<file path="src/rtl/core/bsss_pkg.sv">
// ----------------------------------------------------------------------------
// bsss_pkg
// Shared types, codes and helpers of the bus sensor scan sequencer.
// ----------------------------------------------------------------------------
package bsss_pkg;

    localparam int MAX_SENSORS = 16;
    localparam int SIDX_W      = $clog2(MAX_SENSORS + 1);
    localparam int Q_COUNT     = 7;
    localparam int QIDX_W      = $clog2(Q_COUNT + 1);

    localparam int IN_TDATA_W  = 56;
    localparam int OUT_TDATA_W = 128;

    // input function codes
    localparam logic [1:0] FN_START = 2'd0;
    localparam logic [1:0] FN_TICK  = 2'd1;
    localparam logic [1:0] FN_REPLY = 2'd2;

    // result kinds
    localparam logic [2:0] KIND_QUERY  = 3'd0;
    localparam logic [2:0] KIND_BEGIN  = 3'd1;
    localparam logic [2:0] KIND_ENTRY  = 3'd2;
    localparam logic [2:0] KIND_END    = 3'd3;
    localparam logic [2:0] KIND_NOTIFY = 3'd4;

    // configuration register indexes
    localparam logic CFG_RETRY_LIMIT  = 1'b0;
    localparam logic CFG_SENSOR_COUNT = 1'b1;

    localparam logic [7:0]  RETRY_LIMIT_RST  = 8'd5;
    localparam logic [4:0]  SENSOR_COUNT_RST = 5'd16;
    localparam logic [63:0] FILL_DATA        = 64'hFFFF_FFFF_FFFF_FF00;
    localparam logic [7:0]  START_COUNT      = 8'hFF;

    // result selector from controller to datapath
    typedef enum logic [2:0] {
        SEL_QUERY      = 3'd0,
        SEL_BEGIN      = 3'd1,
        SEL_ENTRY      = 3'd2,
        SEL_FILL       = 3'd3,
        SEL_END        = 3'd4,
        SEL_NOTE_START = 3'd5,
        SEL_NOTE_DONE  = 3'd6
    } t_sel;

    typedef struct packed {
        logic start;
        logic reply;
        logic issue;
        logic clear_round;
        logic retry_dec;
        logic finish;
        logic load;
        t_sel sel;
        logic last;
    } t_cmd;

    typedef struct packed {
        logic scanning;
        logic pending;
        logic round_done;
        logic q_match;
        logic in_room;
        logic retries_nz;
        logic round_err;
        logic fill_done;
        logic out_free;
    } t_status;

    function automatic logic [7:0] query_code(input logic [QIDX_W-1:0] idx);
        logic [7:0] code;
        case (idx)
            3'd0:    code = 8'h00;
            3'd1:    code = 8'h10;
            3'd2:    code = 8'h11;
            3'd3:    code = 8'h02;
            3'd4:    code = 8'h03;
            3'd5:    code = 8'h04;
            3'd6:    code = 8'h05;
            default: code = 8'h00;
        endcase
        return code;
    endfunction

    // 0x08..0x58 in steps of 8 give 1..11
    function automatic logic [7:0] mode_code(input logic [7:0] v);
        logic [7:0] m;
        if (v[2:0] == 3'd0 && v >= 8'h08 && v <= 8'h58) begin
            m = {3'd0, v[7:3]};
        end else begin
            m = 8'h00;
        end
        return m;
    endfunction

endpackage

</file>
<file path="src/rtl/core/bsss_dp.sv">
// ----------------------------------------------------------------------------
// bsss_dp
// Datapath: configuration, scan state, answer store and result register.
// ----------------------------------------------------------------------------
module bsss_dp
    import bsss_pkg::*;
(
    input  logic                   i_clk,
    input  logic                   i_rst_n,
    input  logic                   i_cfg_we,
    input  logic                   i_cfg_index,
    input  logic [7:0]             i_cfg_data,
    input  logic [7:0]             i_reply_code,
    input  logic                   i_reply_valid,
    input  logic [7:0]             i_reply_value,
    input  logic [31:0]            i_client_addr,
    input  t_cmd                   i_cmd,
    output t_status                o_status,
    input  logic                   i_out_ready,
    output logic                   o_out_valid,
    output logic                   o_out_last,
    output logic [2:0]             o_out_kind,
    output logic [OUT_TDATA_W-1:0] o_out_data
);

    logic [7:0]        r_retry_limit;
    logic [4:0]        r_sensor_count;
    logic              r_scanning;
    logic [QIDX_W-1:0] r_q_idx;
    logic              r_pending;
    logic [7:0]        r_answers [Q_COUNT];
    logic              r_round_err;
    logic [SIDX_W-1:0] r_sensor_idx;
    logic [7:0]        r_retries;
    logic [31:0]       r_stored_addr;
    logic [SIDX_W-1:0] r_fill_idx;

    logic              r_out_valid;
    logic              r_out_last;
    logic [2:0]        r_out_kind;
    logic [7:0]        r_dest;
    logic [7:0]        r_qcode;
    logic [3:0]        r_eidx;
    logic [63:0]       r_edata;
    logic              r_nphase;
    logic [7:0]        r_ncount;
    logic [31:0]       r_naddr;

    logic [2:0]        n_kind;
    logic [7:0]        n_dest;
    logic [7:0]        n_qcode;
    logic [3:0]        n_eidx;
    logic [63:0]       n_edata;
    logic              n_nphase;
    logic [7:0]        n_ncount;
    logic [31:0]       n_naddr;

    logic [SIDX_W-1:0] limit;
    logic              out_free;

    assign limit    = (r_sensor_count > SIDX_W'(MAX_SENSORS)) ? SIDX_W'(MAX_SENSORS)
                                                              : SIDX_W'(r_sensor_count);
    assign out_free = !r_out_valid || i_out_ready;

    always_comb begin
        o_status.scanning   = r_scanning;
        o_status.pending    = r_pending;
        o_status.round_done = (r_q_idx == QIDX_W'(Q_COUNT));
        o_status.q_match    = r_pending && (query_code(r_q_idx) == i_reply_code);
        o_status.in_room    = (r_sensor_idx < limit);
        o_status.retries_nz = (r_retries != 8'd0);
        o_status.round_err  = r_round_err;
        o_status.fill_done  = (r_fill_idx == SIDX_W'(MAX_SENSORS));
        o_status.out_free   = out_free;
    end

    // result fields, unused ones zero
    always_comb begin
        n_kind   = KIND_QUERY;
        n_dest   = 8'd0;
        n_qcode  = 8'd0;
        n_eidx   = 4'd0;
        n_edata  = 64'd0;
        n_nphase = 1'b0;
        n_ncount = 8'd0;
        n_naddr  = 32'd0;
        case (i_cmd.sel)
            SEL_QUERY: begin
                n_kind  = KIND_QUERY;
                n_dest  = 8'({r_sensor_idx, 1'b1});
                n_qcode = query_code(r_q_idx);
            end
            SEL_BEGIN: begin
                n_kind = KIND_BEGIN;
            end
            SEL_ENTRY: begin
                n_kind  = KIND_ENTRY;
                n_eidx  = r_sensor_idx[3:0];
                n_edata = {r_answers[6], r_answers[5], r_answers[4], r_answers[3],
                           mode_code(r_answers[2]), r_answers[0], r_answers[1], 8'h01};
            end
            SEL_FILL: begin
                n_kind  = KIND_ENTRY;
                n_eidx  = r_fill_idx[3:0];
                n_edata = FILL_DATA;
            end
            SEL_END: begin
                n_kind = KIND_END;
            end
            SEL_NOTE_START: begin
                n_kind   = KIND_NOTIFY;
                n_ncount = START_COUNT;
                n_naddr  = r_stored_addr;
            end
            SEL_NOTE_DONE: begin
                n_kind   = KIND_NOTIFY;
                n_nphase = 1'b1;
                n_ncount = 8'(r_sensor_idx);
                n_naddr  = r_stored_addr;
            end
            default: begin
                n_kind = KIND_QUERY;
            end
        endcase
    end

    always_ff @(posedge i_clk) begin
        if (!i_rst_n) begin
            r_retry_limit  <= RETRY_LIMIT_RST;
            r_sensor_count <= SENSOR_COUNT_RST;
        end else if (i_cfg_we) begin
            if (i_cfg_index == CFG_RETRY_LIMIT) begin
                r_retry_limit <= i_cfg_data;
            end else begin
                r_sensor_count <= i_cfg_data[4:0];
            end
        end
    end

    always_ff @(posedge i_clk) begin
        if (!i_rst_n) begin
            r_scanning    <= 1'b0;
            r_q_idx       <= '0;
            r_pending     <= 1'b0;
            r_round_err   <= 1'b0;
            r_sensor_idx  <= '0;
            r_retries     <= 8'd0;
            r_stored_addr <= 32'd0;
            r_fill_idx    <= '0;
        end else begin
            if (i_cmd.start) begin
                r_stored_addr <= i_client_addr;
                r_scanning    <= 1'b1;
                r_q_idx       <= '0;
                r_pending     <= 1'b0;
                r_round_err   <= 1'b0;
                r_sensor_idx  <= '0;
                r_retries     <= r_retry_limit;
            end
            if (i_cmd.reply) begin
                if (!i_reply_valid) begin
                    r_round_err <= 1'b1;
                end
                r_q_idx   <= r_q_idx + QIDX_W'(1);
                r_pending <= 1'b0;
            end
            if (i_cmd.issue) begin
                r_pending <= 1'b1;
            end
            if (i_cmd.clear_round) begin
                r_q_idx     <= '0;
                r_pending   <= 1'b0;
                r_round_err <= 1'b0;
            end
            if (i_cmd.retry_dec) begin
                r_retries <= r_retries - 8'd1;
            end
            if (i_cmd.finish) begin
                r_scanning <= 1'b0;
                r_fill_idx <= r_sensor_idx;
            end
            // a clean entry moves on to the next sensor once it is issued
            if (i_cmd.load && i_cmd.sel == SEL_ENTRY) begin
                r_sensor_idx <= r_sensor_idx + SIDX_W'(1);
                r_retries    <= r_retry_limit;
            end
            if (i_cmd.load && i_cmd.sel == SEL_FILL) begin
                r_fill_idx <= r_fill_idx + SIDX_W'(1);
            end
        end
    end

    always_ff @(posedge i_clk) begin
        if (i_cmd.reply && i_reply_valid) begin
            r_answers[r_q_idx[2:0]] <= i_reply_value;
        end
    end

    always_ff @(posedge i_clk) begin
        if (!i_rst_n) begin
            r_out_valid <= 1'b0;
        end else if (i_cmd.load) begin
            r_out_valid <= 1'b1;
        end else if (i_out_ready) begin
            r_out_valid <= 1'b0;
        end
    end

    always_ff @(posedge i_clk) begin
        if (i_cmd.load) begin
            r_out_last <= i_cmd.last;
            r_out_kind <= n_kind;
            r_dest     <= n_dest;
            r_qcode    <= n_qcode;
            r_eidx     <= n_eidx;
            r_edata    <= n_edata;
            r_nphase   <= n_nphase;
            r_ncount   <= n_ncount;
            r_naddr    <= n_naddr;
        end
    end

    assign o_out_valid = r_out_valid;
    assign o_out_last  = r_out_last;
    assign o_out_kind  = r_out_kind;
    assign o_out_data  = {3'd0, r_naddr, r_ncount, r_nphase, r_edata, r_eidx,
                          r_qcode, r_dest};

    a_pending_in_round: assert property (@(posedge i_clk) disable iff (!i_rst_n)
        r_pending |-> (r_q_idx != QIDX_W'(Q_COUNT)))
        else $error("query pending after the round completed");

    a_sensor_idx_range: assert property (@(posedge i_clk) disable iff (!i_rst_n)
        r_sensor_idx <= SIDX_W'(MAX_SENSORS))
        else $error("sensor index beyond table");

    a_load_free: assert property (@(posedge i_clk) disable iff (!i_rst_n)
        i_cmd.load |-> out_free)
        else $error("result loaded over a waiting result");

    a_reply_clears: assert property (@(posedge i_clk) disable iff (!i_rst_n)
        i_cmd.reply |=> !r_pending)
        else $error("query still pending after its reply");

endmodule

</file>
<file path="src/rtl/core/bsss_ctrl.sv">
// ----------------------------------------------------------------------------
// bsss_ctrl
// Controller: decodes input transactions and sequences the results.
// ----------------------------------------------------------------------------
module bsss_ctrl
    import bsss_pkg::*;
(
    input  logic    i_clk,
    input  logic    i_rst_n,
    input  logic    i_in_valid,
    output logic    o_in_ready,
    input  logic [1:0] i_func,
    input  logic    i_grant,
    input  logic    i_bus_accepts,
    input  t_status i_status,
    output t_cmd    o_cmd
);

    typedef enum logic [7:0] {
        S_IDLE  = 8'b0000_0001,
        S_NOTE0 = 8'b0000_0010,
        S_BEGIN = 8'b0000_0100,
        S_QUERY = 8'b0000_1000,
        S_ENTRY = 8'b0001_0000,
        S_FILL  = 8'b0010_0000,
        S_END   = 8'b0100_0000,
        S_NOTE1 = 8'b1000_0000
    } t_state;

    t_state r_state;
    t_state n_state;
    logic   accept;

    assign o_in_ready = (r_state == S_IDLE);
    assign accept     = i_in_valid && o_in_ready;

    always_comb begin
        n_state = r_state;
        o_cmd   = '{default: '0, sel: SEL_QUERY};
        unique case (r_state)
            S_IDLE: begin
                if (accept) begin
                    case (i_func)
                        FN_START: begin
                            if (i_grant) begin
                                o_cmd.start = 1'b1;
                                n_state     = S_NOTE0;
                            end
                        end
                        FN_TICK: begin
                            if (i_status.scanning && !i_status.pending) begin
                                if (!i_status.round_done) begin
                                    if (i_bus_accepts) begin
                                        o_cmd.issue = 1'b1;
                                        n_state     = S_QUERY;
                                    end
                                end else if (i_status.in_room && i_status.retries_nz) begin
                                    o_cmd.clear_round = 1'b1;
                                    if (i_status.round_err) begin
                                        o_cmd.retry_dec = 1'b1;
                                    end else begin
                                        n_state = S_ENTRY;
                                    end
                                end else begin
                                    o_cmd.clear_round = 1'b1;
                                    o_cmd.finish      = 1'b1;
                                    n_state           = S_FILL;
                                end
                            end
                        end
                        FN_REPLY: begin
                            o_cmd.reply = i_status.q_match;
                        end
                        default: begin
                            n_state = S_IDLE;
                        end
                    endcase
                end
            end
            S_NOTE0: begin
                o_cmd.sel = SEL_NOTE_START;
                if (i_status.out_free) begin
                    o_cmd.load = 1'b1;
                    n_state    = S_BEGIN;
                end
            end
            S_BEGIN: begin
                o_cmd.sel  = SEL_BEGIN;
                o_cmd.last = 1'b1;
                if (i_status.out_free) begin
                    o_cmd.load = 1'b1;
                    n_state    = S_IDLE;
                end
            end
            S_QUERY: begin
                o_cmd.sel  = SEL_QUERY;
                o_cmd.last = 1'b1;
                if (i_status.out_free) begin
                    o_cmd.load = 1'b1;
                    n_state    = S_IDLE;
                end
            end
            S_ENTRY: begin
                o_cmd.sel  = SEL_ENTRY;
                o_cmd.last = 1'b1;
                if (i_status.out_free) begin
                    o_cmd.load = 1'b1;
                    n_state    = S_IDLE;
                end
            end
            S_FILL: begin
                o_cmd.sel = SEL_FILL;
                // pad the remaining table slots up to the last one
                if (i_status.fill_done) begin
                    n_state = S_END;
                end else if (i_status.out_free) begin
                    o_cmd.load = 1'b1;
                end
            end
            S_END: begin
                o_cmd.sel = SEL_END;
                if (i_status.out_free) begin
                    o_cmd.load = 1'b1;
                    n_state    = S_NOTE1;
                end
            end
            S_NOTE1: begin
                o_cmd.sel  = SEL_NOTE_DONE;
                o_cmd.last = 1'b1;
                if (i_status.out_free) begin
                    o_cmd.load = 1'b1;
                    n_state    = S_IDLE;
                end
            end
            default: begin
                n_state = S_IDLE;
            end
        endcase
    end

    always_ff @(posedge i_clk) begin
        if (!i_rst_n) begin
            r_state <= S_IDLE;
        end else begin
            r_state <= n_state;
        end
    end

    a_cmd_only_on_accept: assert property (@(posedge i_clk) disable iff (!i_rst_n)
        (o_cmd.start || o_cmd.reply || o_cmd.issue || o_cmd.finish) |-> accept)
        else $error("scan state changed without an input transaction");

    a_finish_fills: assert property (@(posedge i_clk) disable iff (!i_rst_n)
        o_cmd.finish |=> (r_state == S_FILL && !i_status.scanning))
        else $error("finish did not enter the fill sequence");

    a_busy_not_ready: assert property (@(posedge i_clk) disable iff (!i_rst_n)
        (r_state != S_IDLE) |-> !o_cmd.start && !o_cmd.reply)
        else $error("input decoded while results are pending");

endmodule

</file>
<file path="src/rtl/core/bus_sensor_scan_sequencer.sv">
// ----------------------------------------------------------------------------
// bus_sensor_scan_sequencer
// Scans lighting-bus sensors and builds their configuration table.
// ----------------------------------------------------------------------------
// An input transaction that causes no result (reply, refused tick, start
// without grant) is taken while the controller stays idle. One that causes
// results holds the input side until they are all issued: two for a start,
// one for a query or table entry, and up to eighteen for the finishing fill,
// end-table and notice, where the fill state moves on only once the fill has
// passed the last table slot. The controller issues one result per cycle
// into a single output register while the output side keeps taking them; a
// stalled output holds it back. No result is dropped while a result waits.
// ----------------------------------------------------------------------------
module bus_sensor_scan_sequencer
    import bsss_pkg::*;
(
    input  logic                   i_clk,
    input  logic                   i_rst_n,
    // configuration write channel
    input  logic                   i_cfg_valid,
    output logic                   o_cfg_ready,
    input  logic                   i_cfg_index,
    input  logic [7:0]             i_cfg_data,
    // input items
    input  logic                   s_axis_tvalid,
    output logic                   s_axis_tready,
    // grant[0], bus_accepts[1], reply_code[9:2], reply_valid[10],
    // reply_value[18:11], client_addr[50:19], zero above
    input  logic [IN_TDATA_W-1:0]  s_axis_tdata,
    // func[1:0]
    input  logic [1:0]             s_axis_tuser,
    // results
    output logic                   m_axis_tvalid,
    input  logic                   m_axis_tready,
    // dest_address[7:0], query_code[15:8], entry_index[19:16],
    // entry_data[83:20], notify_phase[84], notify_count[92:85],
    // notify_addr[124:93], zero above
    output logic [OUT_TDATA_W-1:0] m_axis_tdata,
    // kind[2:0]
    output logic [2:0]             m_axis_tuser,
    output logic                   m_axis_tlast
);

    t_cmd    cmd;
    t_status status;

    assign o_cfg_ready = 1'b1;

    bsss_ctrl u_ctrl (
        .i_clk         (i_clk),
        .i_rst_n       (i_rst_n),
        .i_in_valid    (s_axis_tvalid),
        .o_in_ready    (s_axis_tready),
        .i_func        (s_axis_tuser),
        .i_grant       (s_axis_tdata[0]),
        .i_bus_accepts (s_axis_tdata[1]),
        .i_status      (status),
        .o_cmd         (cmd)
    );

    bsss_dp u_dp (
        .i_clk         (i_clk),
        .i_rst_n       (i_rst_n),
        .i_cfg_we      (i_cfg_valid && o_cfg_ready),
        .i_cfg_index   (i_cfg_index),
        .i_cfg_data    (i_cfg_data),
        .i_reply_code  (s_axis_tdata[9:2]),
        .i_reply_valid (s_axis_tdata[10]),
        .i_reply_value (s_axis_tdata[18:11]),
        .i_client_addr (s_axis_tdata[50:19]),
        .i_cmd         (cmd),
        .o_status      (status),
        .i_out_ready   (m_axis_tready),
        .o_out_valid   (m_axis_tvalid),
        .o_out_last    (m_axis_tlast),
        .o_out_kind    (m_axis_tuser),
        .o_out_data    (m_axis_tdata)
    );

endmodule
</file>
<file path="config.mk">
export PLATFORM = sky130hd
export DESIGN_NAME = bus_sensor_scan_sequencer
export DESIGN_NICKNAME = d
export VERILOG_FILES = /design/src/rtl/core/bsss_pkg.sv /design/src/rtl/core/bsss_dp.sv /design/src/rtl/core/bsss_ctrl.sv /design/src/rtl/core/bus_sensor_scan_sequencer.sv
export SDC_FILE = /design/constraint.sdc
export NUM_CORES = 1
export LEC_CHECK = 0
export ABC_CLOCK_PERIOD_IN_PS = 5900
export BUFFER_PORTS_ARGS = -buffer_cell sky130_fd_sc_hd__buf_2
export CELL_PAD_IN_SITES_DETAIL_PLACEMENT = 1
export CELL_PAD_IN_SITES_GLOBAL_PLACEMENT = 2
export CORE_MARGIN = 3
export CORE_UTILIZATION = 33
export CTS_BUF_LIST = sky130_fd_sc_hd__clkbuf_4
export CTS_CLUSTER_SIZE = 10
export DETAILED_ROUTE_END_ITERATION = 7
export PLACE_DENSITY = 0.79
export SYNTH_ARGS = -nofsm -noshare
export SYNTH_HDL_FRONTEND = slang
export SYNTH_HIERARCHICAL = 1
export SYNTH_SLANG_ARGS = --single-unit
</file>
<file path="constraint.sdc">
create_clock -name i_clk -period 5.9 [get_ports i_clk]
set_input_delay 1.18 -clock i_clk [delete_from_list [all_inputs] [get_ports i_clk]]
set_output_delay 1.18 -clock i_clk [all_outputs]
set_load 0.01 [all_outputs]
</file>
==> qor.yml <==
whs_ns: 0.4571
layout.cells.non_filler: 1513
critical_path_class: "flip-flop to flip-flop"
maxCapViolCount: 0
synth_most_common_cell: "nor2_1"
post-dp-hpwl_microns: 16950
cts_setup_buffers: 0
cts_root_buf: "clkbuf_4"
worst_pin_slew_ns: 1.335
yosys-top-cells-count: "nor2_1 (170), edfxtp_1 (168), dfxtp_1 (78), nand2_1 (55), mux2i_1 (40)"
critPathArrivalTime_ns: 4.60
area.growth.synth_to_final_pct: 19.74
dpl-instance-area_sq_mm: 0.01133
port-buffer-count: 184
slew_viol_final: 0
slowest_stage: "o21a_4"
cts_max_level: 3
core_sq_mm: 0.03003
antenna_found_initial: 1
setup_viol: 0
cp-start-kind: "flip-flop"
grt_start_max_net_pins: 63
crit_required_ns: 6.45
grt_pass1_wl_microns: 40370
die_y_microns: 181.7
endpoint_kind: "flip-flop"
drc: 0
ctsHoldBuffers: 0
avgRoutedWirePerCell_microns: 16.82
synth_edf_count: 168
path_common_cell: "or4_4"
relSlewSlack_pct: 10.28
avgSynthCellArea_sq_um: 11.74
postRouteWirelength_microns: 25450
min_period_ns: 4.052
drive_above_1_share_pct: 28.28
critPathMaxFanout: 56
cts_tree: "done"
ys_types: 68
max_freq_mhz: 246.8
fin_crit_sh_pct: 68.69
antenna_left: 0
hp-class: "flip-flop to flip-flop"
cts_resized: 0
num_rows: 63
die_width_microns: 181.7
place_congestion: 0.7406
grt_remaining_overflow: 0
clockBufferDepth: 3
placed_cells: 1392
syn-cell-area_sq_mm: 0.01019
fin_area_sq_mm: 0.01220
ios: 207
drt_first_iter_violations: 353
cts_sinks: 246
grt.total_usage_pct: 15.25
path_clk_slew_ns: 0.06
rsz0062_at_grt: "no"
grt_pass1_vias: 7496
crit_path_max_incr_delay_ns: 0.67
async_reset_ff_share_pct: 0
synth_top_cell_by_area: "edfxtp_1"
power.total_uw: 3518
synth_area_leaders: "edfxtp_1 (50%), dfxtp_1 (15%), nor2_1 (6.3%), mux2i_1 (3.9%), and2_1 (2.4%)"
path_cells: "or4_4 > or4_4 > nor2_4 > o21a_4 > nand4bb_1 > and2_1 > and3_1 > a2111oi_2"
ys_ff_latch: 246
dieArea_sq_mm: 0.03301
status: "finished clean"
synth_top_area_share_pct: 49.53
numCtsBuffers: 69
initial_utilization_pct: 33.92
avgViaCountPerCell: 4.720
yosysWarningCount: 6
final-hold-violation-count: 0
ys_seq_area_share_pct: 64.86
fin_skew_ns: 0.06135
irDropWorstVdd_mv: 0.1433
routed-via-count: 7142
syn_inst: 868
tns_ns: 0
clk_latency_ns: 0.68
synthFlopType: "edfxtp_1"
final_nets: 1159
p_per_area_mw_per_mm2: 288.4
drt_first_pass_iters: 4
leakagePower_uw: 0.004760
## cell usage in the layout, fill, tap and decap left out, types with 4 or more instances in the layout
cell type / n
xor2_1: 5
inv_1: 20
a22o_1: 6
buf_4: 10
a21oi_1: 37
o21ai_0: 13
and3b_1: 5
dfxtp_1: 78
clkbuf_4: 97
nand3_1: 19
nor2_1: 169
conb_1: 17
nor3_1: 18
edfxtp_1: 168
nor2b_1: 5
ha_1: 14
nor4_1: 9
mux2i_1: 40
a21o_1: 10
nand2b_1: 7
nor3b_1: 4
nand2_1: 55
clkinv_1: 14
buf_2: 184
and2_1: 39
## cells by family after synthesis
group / Yosys count / synth area share (%)
AOI/OAI and AO/OA: 99 / 6.437
xor gates and xnor gates: 7 / 0.6019
adders and majority gates: 14 / 1.720
buffers and inverters: 96 / 4.877
DFF: 246 / 64.86
muxes: 44 / 4.447
other: 2 / 0.07373
and+or+nand+nor: 360 / 16.99
## path summary, 6_finish.rpt
kind,startpoint,endpoint,slack [ns],cells past startpoint
worst max-delay path,u_ctrl/r_state[7],u_dp/r_retries[3],1.85,8
worst min-delay path,u_dp/r_retry_limit[4],u_dp/r_retry_limit[4],0.46,2
worst max register to register,u_ctrl/r_state[7],u_dp/r_retries[3],1.85,8
worst min register to register,u_dp/r_retry_limit[4],u_dp/r_retry_limit[4],0.46,2
## sequential cells by signal (all words and copies together) (netlist names), 4 cells and up
signal               flops
u_dp/r_answers          56
u_dp/r_dest              6
u_dp/r_retries           8
u_dp/r_fill_idx          5
u_dp/r_naddr            32
u_dp/r_eidx              4
u_dp/r_sensor_idx        5
u_ctrl/r_state           8
u_dp/r_retry_limit       8
u_dp/r_ncount            6
u_dp/r_stored_addr      32
u_dp/r_edata            55
u_dp/r_sensor_count      5
u_dp/r_qcode             4
## metrics by stage
stage,setup slack (ns),util (%)
3_3_place_gp,1.846,37.72
2_1_floorplan,0.4199,-
4_1_cts,1.786,40.59
5_1_grt,1.594,40.61
3_5_place_dp,1.789,37.72
6_report,1.848,40.61
## metal layers
metal | up-vias | wire, microns | GRT usage [%]
li1 | 3468 | - | -
met1 | 3426 | 10850 | 18.70
met2 | 215 | 12150 | 25.23
met3 | 33 | 2137 | 5.829
met4 | 0 | 319 | 4.174
met5 | - | 0 | 0
## power breakdown
group          internal, uW  switching, uW  total [uW]
Clock                   807            712        1520
Combinational          52.3           85.2         138
Sequential             1850           12.8        1860
## critical path, delay by kind of cell, from the launching register on
kind,cells,cell delay [ns]
AOI/OAI and AO/OA,2,0.98
and+or+nand+nor,6,2.55
DFF,1,0.44
## cell type report
class / count / area, sq um
antenna: 2 / 5.005
tap: 390 / 488.0
multi-input combinational: 541 / 3161
clock buffer: 97 / 728.2
inverter: 21 / 78.83
timing repair buffer: 194 / 996.0
fill: 3352 / 17840
clock inverter: 22 / 133.9
sequential: 246 / 6606
(Power assumes the default switching activity.)
